## src/rtl/dsdw_pkg.sv

```systemverilog
`default_nettype none
package dsdw_pkg;

   localparam int NUM_DIGITS = 6;
   localparam int POS_W      = 3;
   localparam int ADDR_W     = 5;
   localparam int DIGIT_W    = 4;
   localparam int REST_W     = 20;
   localparam int SEG_W      = 8;

   localparam logic [31:0]      LIMIT_VALUE = 32'd1000000;
   localparam logic [POS_W-1:0] LAST_POS    = POS_W'(NUM_DIGITS - 1);

   // Decimal weight of each character position, leftmost first.
   localparam logic [REST_W-1:0] POW10 [NUM_DIGITS] = '{
      20'd100000, 20'd10000, 20'd1000, 20'd100, 20'd10, 20'd1
   };

   localparam logic [ADDR_W-1:0] ADDR_OF_POS [NUM_DIGITS] = '{
      5'd4, 5'd6, 5'd8, 5'd10, 5'd2, 5'd18
   };

   typedef struct packed {
      logic [DIGIT_W-1:0] digit;
      logic [REST_W-1:0]  rem;
   } digit_step_type;

   typedef struct packed {
      logic [SEG_W-1:0] high;
      logic [SEG_W-1:0] low;
   } seg_pair_type;

   // One decimal digit off the top of rest. The nine compares are
   // independent; the running multiple folds to constants for a fixed k.
   function automatic digit_step_type digit_step(input logic [REST_W-1:0] rest,
                                                 input int k);
      digit_step_type     r;
      logic [REST_W-1:0]  m;
      logic [REST_W-1:0]  sel;
      r.digit = '0;
      m       = '0;
      sel     = '0;
      for (int j = 1; j <= 9; j++) begin
         m = m + POW10[k];
         if (rest >= m) begin
            r.digit = DIGIT_W'(j);
            sel     = m;
         end
      end
      r.rem = rest - sel;
      return r;
   endfunction

   function automatic seg_pair_type seg_digit(input logic [DIGIT_W-1:0] d);
      seg_pair_type s;
      case (d)
         4'd0:    s = '{high: 8'h28, low: 8'hFC};
         4'd1:    s = '{high: 8'h20, low: 8'h60};
         4'd2:    s = '{high: 8'h00, low: 8'hDB};
         4'd3:    s = '{high: 8'h00, low: 8'hF3};
         4'd4:    s = '{high: 8'h00, low: 8'h67};
         4'd5:    s = '{high: 8'h00, low: 8'hB7};
         4'd6:    s = '{high: 8'h00, low: 8'hBF};
         4'd7:    s = '{high: 8'h00, low: 8'hE4};
         4'd8:    s = '{high: 8'h00, low: 8'hFF};
         default: s = '{high: 8'h00, low: 8'hF7};
      endcase
      return s;
   endfunction

   // Segment pairs that spell " ERROR".
   function automatic seg_pair_type seg_error(input logic [POS_W-1:0] pos);
      seg_pair_type s;
      case (pos)
         3'd0:    s = '{high: 8'h00, low: 8'h00};
         3'd1:    s = '{high: 8'h00, low: 8'h9F};
         3'd4:    s = '{high: 8'h00, low: 8'hFC};
         default: s = '{high: 8'h02, low: 8'hCF};
      endcase
      return s;
   endfunction

endpackage
`default_nettype wire

```

## src/rtl/decimal_segment_display_writer_core.sv

```systemverilog
`default_nettype none
// Decimal segment display writer.
//
// A command beat is taken on the rising edge where start is high and busy
// is low; req_value carries the number to show. Each command yields six
// display-memory write beats on the rsp_ ports, positions 0 through 5 from
// left to right. Every beat is valid for exactly one cycle, flagged by
// rsp_strobe, and rsp_last marks the sixth beat. Values of one million or
// more spell " ERROR"; smaller values show in decimal with leading zeros
// blanked, the rightmost digit always shown.
//
// A command moves through the digit pipeline stages into the serializer;
// its beats leave through the result registers in consecutive cycles. A
// six-stage digit pipeline feeds a serializer that drives one beat per
// cycle, so the sustained command rate is set by the single write beat per
// cycle on the result side. Commands may arrive back to back; busy rises
// once the pipeline fills behind the serializer and falls as it drains.
//
// Reset clears every valid bit and the strobe; no beat is pending after it.
// The receiver cannot stall, so each beat is taken in the cycle it shows.
module decimal_segment_display_writer_core
   import dsdw_pkg::*;
(
   input  wire logic              clock,
   input  wire logic              reset,
   input  wire logic              start,
   output logic                   busy,
   input  wire logic [31:0]       req_value,
   output logic                   rsp_strobe,
   output logic [POS_W-1:0]       rsp_position,
   output logic [ADDR_W-1:0]      rsp_mem_address,
   output logic [SEG_W-1:0]       rsp_segments_low,
   output logic [SEG_W-1:0]       rsp_segments_high,
   output logic                   rsp_last
);

   localparam int NS = NUM_DIGITS;

   // Pipeline stage i holds the remainder after digits 0..i-1 are taken.
   logic                valid_ff [NS];
   logic                err_ff   [NS];
   logic [REST_W-1:0]   rest_ff  [NS];
   logic [DIGIT_W-1:0]  dig_ff   [NS][NS-1];
   logic                stage_rdy [NS];
   digit_step_type      step_c    [NS];

   // Serializer state: one value being written out one position a cycle.
   logic                ser_active_ff;
   logic [POS_W-1:0]    ser_pos_ff;
   logic                ser_err_ff;
   logic                ser_shown_ff;
   logic [DIGIT_W-1:0]  ser_dig_ff [NS];
   logic                ser_take;
   logic                ser_load;

   // Registered result beat.
   logic                rsp_strobe_ff;
   logic [POS_W-1:0]    rsp_position_ff;
   logic [ADDR_W-1:0]   rsp_mem_address_ff;
   seg_pair_type        rsp_seg_ff;
   logic                rsp_last_ff;

   logic [DIGIT_W-1:0]  cur_digit;
   logic                cur_blank;
   seg_pair_type        cur_seg_in;

   assign step_c[0] = '0;
   for (genvar i = 1; i < NS; i++) begin : g_step
      assign step_c[i] = digit_step(rest_ff[i-1], i - 1);
   end

   // A stage can take new data when it is empty or its content moves on.
   assign ser_take = !ser_active_ff || (ser_pos_ff == LAST_POS);
   assign ser_load = valid_ff[NS-1] && ser_take;

   always_comb begin
      stage_rdy[NS-1] = !valid_ff[NS-1] || ser_take;
      for (int i = NS - 2; i >= 0; i--) begin
         stage_rdy[i] = !valid_ff[i] || stage_rdy[i+1];
      end
   end

   assign busy = !stage_rdy[0];

   always_ff @(posedge clock) begin
      if (reset) begin
         for (int i = 0; i < NS; i++) begin
            valid_ff[i] <= 1'b0;
         end
      end else begin
         if (stage_rdy[0]) begin
            valid_ff[0] <= start;
            err_ff[0]   <= (req_value >= LIMIT_VALUE);
            rest_ff[0]  <= req_value[REST_W-1:0];
            for (int j = 0; j < NS - 1; j++) begin
               dig_ff[0][j] <= '0;
            end
         end
         for (int i = 1; i < NS; i++) begin
            if (stage_rdy[i]) begin
               valid_ff[i] <= valid_ff[i-1];
               err_ff[i]   <= err_ff[i-1];
               rest_ff[i]  <= step_c[i].rem;
               for (int j = 0; j < NS - 1; j++) begin
                  if (j == i - 1) begin
                     dig_ff[i][j] <= step_c[i].digit;
                  end else begin
                     dig_ff[i][j] <= dig_ff[i-1][j];
                  end
               end
            end
         end
      end
   end

   // Character for the current position. A zero is blanked until the
   // first nonzero digit, except in the rightmost position.
   always_comb begin
      cur_digit = ser_dig_ff[ser_pos_ff];
      cur_blank = !ser_shown_ff && (cur_digit == '0) && (ser_pos_ff != LAST_POS);
      if (ser_err_ff) begin
         cur_seg_in = seg_error(ser_pos_ff);
      end else if (cur_blank) begin
         cur_seg_in = '0;
      end else begin
         cur_seg_in = seg_digit(cur_digit);
      end
   end

   always_ff @(posedge clock) begin
      if (reset) begin
         ser_active_ff <= 1'b0;
      end else if (ser_load) begin
         ser_active_ff <= 1'b1;
         ser_pos_ff    <= '0;
         ser_shown_ff  <= 1'b0;
         ser_err_ff    <= err_ff[NS-1];
         for (int j = 0; j < NS - 1; j++) begin
            ser_dig_ff[j] <= dig_ff[NS-1][j];
         end
         ser_dig_ff[NS-1] <= rest_ff[NS-1][DIGIT_W-1:0];
      end else if (ser_active_ff) begin
         if (ser_pos_ff == LAST_POS) begin
            ser_active_ff <= 1'b0;
         end else begin
            ser_pos_ff   <= ser_pos_ff + 1'b1;
            ser_shown_ff <= ser_shown_ff || !cur_blank;
         end
      end
   end

   always_ff @(posedge clock) begin
      if (reset) begin
         rsp_strobe_ff <= 1'b0;
      end else begin
         rsp_strobe_ff <= ser_active_ff;
      end
      rsp_position_ff    <= ser_pos_ff;
      rsp_mem_address_ff <= ADDR_OF_POS[ser_pos_ff];
      rsp_seg_ff         <= cur_seg_in;
      rsp_last_ff        <= (ser_pos_ff == LAST_POS);
   end

   assign rsp_strobe        = rsp_strobe_ff;
   assign rsp_position      = rsp_position_ff;
   assign rsp_mem_address   = rsp_mem_address_ff;
   assign rsp_segments_low  = rsp_seg_ff.low;
   assign rsp_segments_high = rsp_seg_ff.high;
   assign rsp_last          = rsp_last_ff;

endmodule
`default_nettype wire
```

## config.mk

```make
export PLATFORM = sky130hd
export DESIGN_NAME = decimal_segment_display_writer_core
export DESIGN_NICKNAME = d
export VERILOG_FILES = /design/src/rtl/dsdw_pkg.sv /design/src/rtl/decimal_segment_display_writer_core.sv
export SDC_FILE = /design/constraint.sdc
export NUM_CORES = 1
export LEC_CHECK = 0
export BUFFER_PORTS_ARGS = -buffer_cell sky130_fd_sc_hd__buf_4
export CAP_MARGIN = 15
export CELL_PAD_IN_SITES_DETAIL_PLACEMENT = 1
export CELL_PAD_IN_SITES_GLOBAL_PLACEMENT = 1
export CORE_MARGIN = 3
export CORE_UTILIZATION = 35
export DETAILED_ROUTE_END_ITERATION = 10
export PLACE_DENSITY = 0.65
export SETUP_SLACK_MARGIN = 0.1
export SYNTH_ARGS = -nofsm -noshare
export SYNTH_HDL_FRONTEND = slang
export SYNTH_SLANG_ARGS = --single-unit
```

## constraint.sdc

```tcl
create_clock -name clock -period 4.2 [get_ports clock]
set_input_delay 0.63 -clock clock [delete_from_list [all_inputs] [get_ports clock]]
set_output_delay 0.63 -clock clock [all_outputs]
set_load 0.01 [all_outputs]
```

==> flow_summary.yaml, run 1 <==
power_and_ir_drop:
  leakage_power_nw: 5.29
  p_sw_share_pct: 30.9
  share_comb_of_total_power_pct: 27.0
  clockPowerShare_pct: 30.8
  internal_power_mw: 5.39
  switching_power_mw: 2.41
  vdd_ir_drop_max_uv: 308
  power_density_nw_per_um2: 546
  relative_contribution_of_sequential_cells_to_total_power_pct: 42.2
cts:
  clock-root-buffer: "sky130_fd_sc_hd__clkbuf_16"
  clk-insertion-delay-late_ns: 0.53
  clock_tree.buffer_depth: 3
  htree_num_levels: 1
  clock-sinks: 228
  clkTransAtPathRegs_ns: 0.06
  clock_tree_from_tritoncts: "built"
  cts-buffers-inserted: 26
global_route:
  via_count_of_the_first_global_routing_pass: 8895
  pin_count_of_the_biggest_net_entering_global_routing: 39
  number_of_antenna_violations_at_the_first_check_in_global_routing: 0
  grt.overflow.total: 0
  grt_usage_pct: 15.4
  grt_pass1_wl_mm: 46.3
setup_path:
  worst-r2r-cell-count: 12
  ordered_list_of_cells_on_the_worst_path: "or4_1, or2_1, a211o_1, a31oi_2, and3b_1, ha_1, a21o_1, a21oi_1, nand4_1, a31o_2, a211oi_1, xor2_1"
  critPathRequiredTime_ns: 4.55
  critPathLaunchType: "flop"
  start_to_end_type_of_the_worst_setup_path: "flop to flop"
  worstSetupEndpointType: "flop"
  crit_path_max_fanout: 5
  cpPeakStageDelay_ns: 0.51
  slowest_stage: "sky130_fd_sc_hd__or4_1"
  critPathArrivalTime_ns: 4.30
synth:
  synth_top_cell_area_share_pct: 51.4
  postSynth.topFlopCell: "sky130_fd_sc_hd__edfxtp_1"
  yosysTopAreaCell: "sky130_fd_sc_hd__edfxtp_1"
  seq_area_frac_synth_pct: 55.3
  syn-mean-instance-area_um2: 11.2
  synth_area_leaders: "sky130_fd_sc_hd__edfxtp_1 51%, sky130_fd_sc_hd__ha_1 5.9%, sky130_fd_sc_hd__dfxtp_1 3.8%"
  synthCells: 1066
  synthesis.area_um2: 12000
  yosysMostFrequentCell: "sky130_fd_sc_hd__edfxtp_1"
  synth_seq_cells: 228
  synth_enable_flop_cells: 205
  async_sr_flop_fraction_pct: 0
  ys_types: 81
  ys_warn_count: 0
  netlist_top_cells_count: "205 x sky130_fd_sc_hd__edfxtp_1, 106 x sky130_fd_sc_hd__nor2_1, 70 x sky130_fd_sc_hd__a21oi_1"
finish:
  ff_latch_area_um2: 6620
  nNetsFinal: 1263
  post_route_cells_drive_above_1_share_pct: 17.0
  num-fill-cells: 3635
  multiInputGateArea_um2: 5150
  diodes: 0
  areaGrowthSynthToFinish_pct: 19.3
  finalCoreUtilization_pct: 42.5
sta:
  post-route-period-util_pct: 93.9
  final-setup-viol-count: 0
  slew_violations: 0
  finClkSkew_ns: 0.0134
  max-slew-margin-rel_pct: 30.4
  fmaxAchievable_mhz: 254
  timing.final.crit_period_ns: 3.94
  grt_setup_unrepaired: "true"
  final_hold_viol_count: 0
  setup_total_negative_slack_ns: 0
  worstMarginPinSlew_ns: 1.04
route:
  ant_nets: 0
  avgViaCountPerCell: 5.25
  dr.first_iter.drc_count: 587
  detailedRoute.firstPassIterationCount: 5
  routed-via-count: 8590
  drcViolationCount: 0
  wl_mm: 28.4
  route.detailed.wl_per_inst_um: 17.4
worst_hold_path:
  min_path_type: "input port to flop"
  min_delay_path_depth: 1
placement:
  routabilityCongestion: 0.884
  post-dp-hpwl_mm: 21.1
  io_port_bufs: 55
floorplanning:
  num_rows: 67
  floorplan.initialDensity_pct: 35.6
  io_pins: 62
  die_height_um: 191
  die_w_um: 191
  core_region_area_um2: 33600
  die_area_um2: 36500
flow_run:
  cap_viol_max_count: 0
outcome:
  run_status: "complete, no violations"
path summary, 6_finish.rpt:
check	slack, ns	from	end
worst min register to register	0.41	dig_ff[5][1]$_SDFFCE_PP0P_	ser_dig_ff[4][1]$_DFFE_PP_
worst max-delay path	0.26	rest_ff[1][18]$_DFFE_PP_	rest_ff[2][18]$_DFFE_PP_
worst min-delay path	0.28	req_value[5]	rest_ff[0][5]$_DFFE_PP_
worst max register to register	0.26	rest_ff[1][18]$_DFFE_PP_	rest_ff[2][18]$_DFFE_PP_
placed cells by master (no fill, tap or decap), drive strengths merged, types with 17 or more instances in the layout:
master  Yosys  routed
a21oi      70      70
a31oi      17      17
buf         9     105
clkbuf     28      38
dfxtp      23      23
edfxtp    205     205
ha         56      56
inv        54      56
nand2      65      65
nand3      20      20
nor2      107     107
nor2b      18      18
nor3       23      23
nor4       20      20
o21a       21      21
o21ai      61      61
xnor2      38      38
metal layers:
metal | track usage (%) | share of wire [%] | vias up
li1 | - | - | 4209
met1 | 20.4 | 46 | 4207
met2 | 27.0 | 49 | 140
met3 | 1.87 | 3.3 | 34
met4 | 3.84 | 2.0 | 0
met5 | 0 | 0 | -
cell type report:
type,count,area share [%]
inverters,54,1.42
multi-input cells,752,36.1
clock inverters,10,1.21
clock buffers,38,5.37
flip-flops and latches,228,46.3
repair buffers,105,5.66
well taps,448,3.93
kinds of logic (layout without fill, tap and decap cells):
family                   Yosys count  count (layout)  share of synthesized area, %
AND/OR/NAND/NOR                  344             344                          14.5
AO/OA/AOI/OAI                    280             280                          15.4
flip-flops                       228             228                          55.3
buffers and inverters             91             207                          3.10
adder cells (fa/ha/maj)           61              61                          6.69
XOR/XNOR                          51              51                          3.73
multiplexers                      10              10                          1.26
other                              1               6                        0.0313
stage by stage:
| step | cell area [µm²] | worst slack [ns] | hold slack [ns] | power (mW) | std cells |
|---|---|---|---|---|---|
| after floorplan | 12000 | 0.444 | 0.396 | 4.66 | 1071 |
| after global placement | 13100 | 0.127 | 0.400 | 5.26 | 1575 |
| after detailed placement | 13100 | 0.0537 | 0.406 | 5.33 | 1575 |
| after CTS | 14100 | 0.116 | 0.251 | 7.79 | 1623 |
| after global routing | 14300 | 0.0672 | 0.252 | 8.26 | 1635 |
| final | 14300 | 0.256 | 0.276 | 7.80 | 1635 |
power groups by stage:
stage          Combinational, mW  Clock (mW)  Sequential (mW)
2_1_floorplan               1.49           0             3.17
3_3_place_gp                1.95           0             3.31
3_5_place_dp                2.00           0             3.33
4_1_cts                     2.02        2.48             3.28
5_1_grt                     2.36        2.56             3.33
6_report                    2.11        2.40             3.29
critical path, delay by kind of cell (launching register included):
family	cells	cell delay, ns
AOI/OAI and AO/OA	6	1.63
xor gates and xnor gates	1	0.23
adders and majority gates	1	0.28
DFF	1	0.47
and+or+nand+nor	4	1.15
flip-flops by register name, indices dropped and copies added, names as in the netlist, named ones only:
| register | count |
|---|---|
| rsp_mem_address | 4 |
| ser_err_ff | 1 |
| rsp_last | 1 |
| ser_dig_ff | 24 |
| ser_shown_ff | 1 |
| dig_ff | 60 |
| rest_ff | 104 |
| rsp_segments_high | 3 |
| valid_ff | 6 |
| ser_active_ff | 1 |
| rsp_position | 3 |
| ser_pos_ff | 3 |
| err_ff | 6 |
| rsp_strobe | 1 |
| rsp_segments_low | 7 |
timing repair:
action / 4_1_cts / 5_1_grt
resized for setup: 2 / 25
pin swaps: 0 / 3
setup endpoints to repair: 2 / 20
buffers inserted: 0 / 11
hold buffers: 0 / 0
(Power assumes the default switching activity.)
==> run 2: changes to the inputs <==
CORE_MARGIN = 1.5   (was 3)
==> run 2 against run 1 <==
  * Cell count down 0.31%
  * Combinational power down 3%
  * Total power down 0.22%
  * Sequential power about the same
  * Critical path depth up 2
  * Wire length down 3.6%
  * Non-clock buffer count down 3
  * First-iteration DRC count down 22%
  * Clock power up 2%
  * Flip-flop and latch count unchanged
  * Utilization down 0.20 points
  * Via count down 0.65%
  * Critical path type unchanged
==> flow_summary.yaml, run 2 (synthesis results as in run 1) <==
outcome:
  run_status: "complete, no violations"
cts:
  clock-root-buffer: "sky130_fd_sc_hd__clkbuf_16"
  clk-insertion-delay-late_ns: 0.53
  clkTransAtPathRegs_ns: 0.06
  htree_num_levels: 1
  clock_tree.buffer_depth: 3
  clock_tree_from_tritoncts: "built"
  cts-buffers-inserted: 26
  clock-sinks: 228
  cts_hold_repair.buffers: 0
setup_path:
  ordered_list_of_cells_on_the_worst_path: "or4_1, or4_4, nor2_1, o21ai_1, a21oi_2, inv_2, ha_1, nor2b_1, o211ai_1, a311oi_1, o21ai_0, buf_4, nand3_1, xnor2_1"
  cpPeakStageDelay_ns: 0.57
  path_delay_family: "simple AND/OR/NAND/NOR gates"
  critPathArrivalTime_ns: 4.15
  crit-reg2reg-launch: "rest_ff[3][18]$_DFFE_PP_"
  critical_path.startpoint: "rest_ff[3][18]$_DFFE_PP_"
  slowest_stage: "sky130_fd_sc_hd__or4_1"
  critPathRequiredTime_ns: 4.48
  start_to_end_type_of_the_worst_setup_path: "flop to flop"
  crit_path_max_fanout: 5
  worst-path-buf-inv: 2
  worstSetupEndpointType: "flop"
  critPathLaunchType: "flop"
floorplanning:
  floorplan.initialDensity_pct: 35.6
  num_rows: 67
  die_w_um: 188
  die_height_um: 188
  core_region_area_um2: 33600
  io_pins: 62
  die_area_um2: 35300
global_route:
  grt_pass1_wl_mm: 45.0
  via_count_of_the_first_global_routing_pass: 8827
  grt_usage_pct: 15.4
  pin_count_of_the_biggest_net_entering_global_routing: 39
  grt.overflow.total: 0
  number_of_antenna_violations_at_the_first_check_in_global_routing: 0
finish:
  finalCoreUtilization_pct: 42.3
  mostFrequentLayoutCell: "sky130_fd_sc_hd__edfxtp_1"
  instances_no_fill: 1630
  layout_common_cells: "205 x sky130_fd_sc_hd__edfxtp_1, 102 x sky130_fd_sc_hd__nor2_1, 102 x sky130_fd_sc_hd__buf_4"
  reg_top3: "rest_ff: 104 flops, dig_ff: 60 flops, ser_dig_ff: 24 flops"
  final_area_um2: 14200
  nNetsFinal: 1260
  top_register: "rest_ff"
  flip_flop_count_of_the_largest_register_after_layout: 104
  diodes: 0
  post_route_cells_drive_above_1_share_pct: 16.2
  areaGrowthSynthToFinish_pct: 18.7
power_and_ir_drop:
  share_comb_of_total_power_pct: 26.3
  p_sw_share_pct: 30.5
  power_density_nw_per_um2: 547
  post-layout-total-power_mw: 7.78
  internal_power_mw: 5.41
  switching_power_mw: 2.37
  clockPowerShare_pct: 31.5
  vdd_ir_drop_max_uv: 313
  leakage_power_nw: 5.25
  relative_contribution_of_sequential_cells_to_total_power_pct: 42.2
sta:
  worstMarginPinSlew_ns: 1.11
  timing.final.crit_period_ns: 3.87
  post-route-period-util_pct: 92.1
  max-slew-margin-rel_pct: 26.0
  fmaxAchievable_mhz: 259
  grt_setup_unrepaired: "true"
  final-setup-viol-count: 0
  slew_violations: 0
  worst_hold_slack_ns: 0.275
  setup_total_negative_slack_ns: 0
  finClkSkew_ns: 0.0138
  layout_setup_ws_ns: 0.333
  final_hold_viol_count: 0
route:
  avgViaCountPerCell: 5.24
  dr.first_iter.drc_count: 460
  route.detailed.wl_per_inst_um: 16.8
  ant_nets: 0
  wl_mm: 27.4
  detailedRoute.firstPassIterationCount: 5
  routed-via-count: 8534
  drcViolationCount: 0
placement:
  post-dp-hpwl_mm: 20.5
  io_port_bufs: 55
  postPlaceCellArea_um2: 13100
  numPlacedInstances: 1573
  place_worst_setup_slack_ns: 0.0623
  routabilityCongestion: 0.909
worst_hold_path:
  hp-start: "req_value[5]"
  min_path_type: "input port to flop"
flow_run:
  cap_viol_max_count: 0
## run 2: what timing repair did
action / in CTS / in global routing
resized for setup: 2 / 24
endpoints found under the hold margin: 0 / 0
pin swaps: 0 / 5
setup buffers: 0 / 11
gates cloned: 0 / 0
setup endpoints to repair: 2 / 19
## run 2: area by class of cell
class | instances | area [µm²]
Clock buffer | 28 | 658
Clock inverter | 18 | 278
Fill cell | 3672 | 19400
Inverter | 54 | 203
Multi-Input combinational cell | 752 | 5130
Sequential cell | 228 | 6620
Tap cell | 448 | 561
Timing Repair Buffer | 102 | 766
## run 2: metal layers
| layer | GRT usage, % | part of all wire [%] | up-vias |
|---|---|---|---|
| met5 | 0 | 0 | - |
| met4 | 4.34 | 2.3 | 0 |
| met3 | 2.13 | 3.1 | 40 |
| met2 | 26.9 | 49 | 137 |
| met1 | 20.0 | 45 | 4161 |
| li1 | - | - | 4196 |
## run 2: final timing paths
check	depth (start not counted)	slack [ns]	endpoint
worst max-delay path	14	0.33	rest_ff[4][19]$_DFFE_PP_
worst max register to register	14	0.33	rest_ff[4][19]$_DFFE_PP_
worst min-delay path	1	0.28	rest_ff[0][5]$_DFFE_PP_
worst min register to register	0	0.41	ser_dig_ff[1][3]$_DFFE_PP_
## run 2: power by group through the flow
stage          clock network, mW  logic (mW)  registers, mW
2_1_floorplan                  0        1.49           3.17
3_5_place_dp                   0        1.97           3.34
6_report                    2.45        2.05           3.29
5_1_grt                     2.60        2.29           3.34
3_3_place_gp                   0        1.93           3.33
4_1_cts                     2.52        1.99           3.30
==> run 3: changes to the inputs <==
==> constraint.sdc (replaced) <==
create_clock -name clock -period 4.2 [get_ports clock]
set_input_delay 0.21 -clock clock [delete_from_list [all_inputs] [get_ports clock]]
set_output_delay 0.21 -clock clock [all_outputs]
set_load 0.01 [all_outputs]
==> run 3 against run 2 <==
  * Wire length increased by 1.3%
  * Worst hold slack got worse by 0.19 ns
  * Setup slack got worse by 0.019 ns
  * Flip-flop and latch count unchanged
  * Sequential share of layout area decreased by 0.73 points
  * Critical path type unchanged
  * Register-to-register slack got worse by 0.02 ns
  * Count of clock-buffer cells in the layout unchanged
  * Clock skew decreased by 0.00054 ns
  * Non-clock buffer count increased by 22
  * Via count increased by 1.4%
==> flow_summary.yaml, run 3 (synthesis results as in run 1) <==
outcome:
  run_status: "complete, no violations"
cts:
  cts-buffers-inserted: 26
  clk-insertion-delay-late_ns: 0.54
  clock-root-buffer: "sky130_fd_sc_hd__clkbuf_16"
  clock-sinks: 228
  clock_tree_from_tritoncts: "built"
  htree_num_levels: 1
  clock_tree.buffer_depth: 3
  clkTransAtPathRegs_ns: 0.06
sta:
  final-setup-viol-count: 0
  timing.final.crit_period_ns: 3.89
  post-route-period-util_pct: 92.5
  max-slew-margin-rel_pct: 25.4
  worstMarginPinSlew_ns: 1.12
  finClkSkew_ns: 0.0133
  fmaxAchievable_mhz: 257
  layout_setup_ws_ns: 0.315
  grt_setup_unrepaired: "true"
  setup_total_negative_slack_ns: 0
  final_hold_viol_count: 0
  slew_violations: 0
global_route:
  grt.overflow.total: 0
  grt_usage_pct: 15.6
  pin_count_of_the_biggest_net_entering_global_routing: 39
  number_of_antenna_violations_at_the_first_check_in_global_routing: 0
  grt_pass1_wl_mm: 45.5
  via_count_of_the_first_global_routing_pass: 8936
setup_path:
  crit-reg2reg-launch: "rest_ff[3][18]$_DFFE_PP_"
  critical_path.startpoint: "rest_ff[3][18]$_DFFE_PP_"
  critPathLaunchType: "flop"
  crit_path_max_fanout: 5
  critPathRequiredTime_ns: 4.48
  cpPeakStageDelay_ns: 0.57
  worstSetupEndpointType: "flop"
  start_to_end_type_of_the_worst_setup_path: "flop to flop"
  ordered_list_of_cells_on_the_worst_path: "or4_1, or4_4, nor2_1, o21ai_1, a21oi_2, inv_2, ha_1, nor2b_1, o211ai_1, a311oi_1, o21ai_0, buf_4, nand3_1, xnor2_1"
  slowest_stage: "sky130_fd_sc_hd__or4_1"
  critPathArrivalTime_ns: 4.17
placement:
  routabilityCongestion: 0.909
  io_port_bufs: 55
  place_worst_setup_slack_ns: 0.0623
  post-dp-hpwl_mm: 20.5
route:
  wl_mm: 27.8
  ant_nets: 0
  dr.first_iter.drc_count: 474
  avgViaCountPerCell: 5.24
  drcViolationCount: 0
  route.detailed.wl_per_inst_um: 16.8
  routed-via-count: 8651
  detailedRoute.firstPassIterationCount: 5
flow_run:
  cap_viol_max_count: 0
finish:
  areaGrowthSynthToFinish_pct: 20.6
  diodes: 0
  nNetsFinal: 1282
  reg_top3: "rest_ff: 104 flops, dig_ff: 60 flops, ser_dig_ff: 24 flops"
  post_route_cells_drive_above_1_share_pct: 15.9
  finalCoreUtilization_pct: 42.9
  flip_flop_count_of_the_largest_register_after_layout: 104
  top_register: "rest_ff"
  mostFrequentLayoutCell: "sky130_fd_sc_hd__edfxtp_1"
  layout_common_cells: "205 x sky130_fd_sc_hd__edfxtp_1, 102 x sky130_fd_sc_hd__nor2_1, 102 x sky130_fd_sc_hd__buf_4"
floorplanning:
  num_rows: 67
  io_pins: 62
  core_region_area_um2: 33600
  die_area_um2: 35300
  floorplan.initialDensity_pct: 35.6
  die_w_um: 188
  die_height_um: 188
power_and_ir_drop:
  post-layout-total-power_mw: 7.80
  power_density_nw_per_um2: 541
  vdd_ir_drop_max_uv: 314
  leakage_power_nw: 5.34
worst_hold_path:
  hp-start: "req_value[25]"
  min_path_type: "input port to flop"
[run 3: changes by cell type in the layout (fill, tap and decap cells not counted)]
cell | previous run | this run
sky130_fd_sc_hd__dlygate4sd3_1 | 0 | 22
sky130_fd_sc_hd__nor3_1 | 23 | 22
sky130_fd_sc_hd__nor3_2 | 0 | 1
[run 3: metal layers]
layer	wire (µm)	vias to the layer above	share of wire, %	track usage, %
li1	-	4243	-	-
met1	12600	4221	45	20.1
met2	13700	146	49	27.4
met3	834	41	3.0	2.13
met4	659	0	2.4	4.34
met5	0	-	0	0
[run 3: critical path: cells and delay by family, from the launching register on]
kind	cells	cell delay, ns
buffers and inverters	2	0.23
flip-flops	1	0.45
AND/OR/NAND/NOR	5	1.46
XOR/XNOR	1	0.16
adder cells (fa/ha/maj)	1	0.26
AO/OA/AOI/OAI	5	1.08
[run 3: area by class of cell]
class | count | area (µm²)
clock buffers | 28 | 658
clock inverters | 18 | 278
fillers | 3656 | 19200
inverters | 54 | 203
multi-input cells | 752 | 5130
flip-flops and latches | 228 | 6620
well taps | 448 | 561
repair buffers | 124 | 986
[run 3: worst paths after layout]
path	end	slack, ns	cells after the start
worst max-delay path	rest_ff[4][19]$_DFFE_PP_	0.31	14
worst min-delay path	err_ff[0]$_DFFE_PP_	0.08	4
worst max register to register	rest_ff[4][19]$_DFFE_PP_	0.31	14
worst min register to register	ser_dig_ff[1][3]$_DFFE_PP_	0.41	0
[run 3: per-stage QoR]
stage / instances / area (µm²) / hold WS [ns]
finish: 1652 / 14400 / 0.0803
global route: 1652 / 14400 / 0.106
CTS: 1641 / 14300 / 0.0566
detailed placement: 1573 / 13100 / 0.390
global placement: 1573 / 13100 / 0.388
floorplan: 1071 / 12000 / 0.309
[run 3: report_power, final]
group | internal [mW] | total, mW | switching [mW]
logic | 0.930 | 2.06 | 1.13
clock network | 1.56 | 2.45 | 0.893
registers | 2.93 | 3.29 | 0.354
total | 5.42 | 7.80 | 2.38
[run 3: what timing repair did]
item,CTS,global route
cloned,0,0
resized for setup,2,25
pin swaps,0,5
endpoints found under the setup margin,2,19
setup buffers,0,11
hold endpoints to repair,23,0
hold buffers,22,0
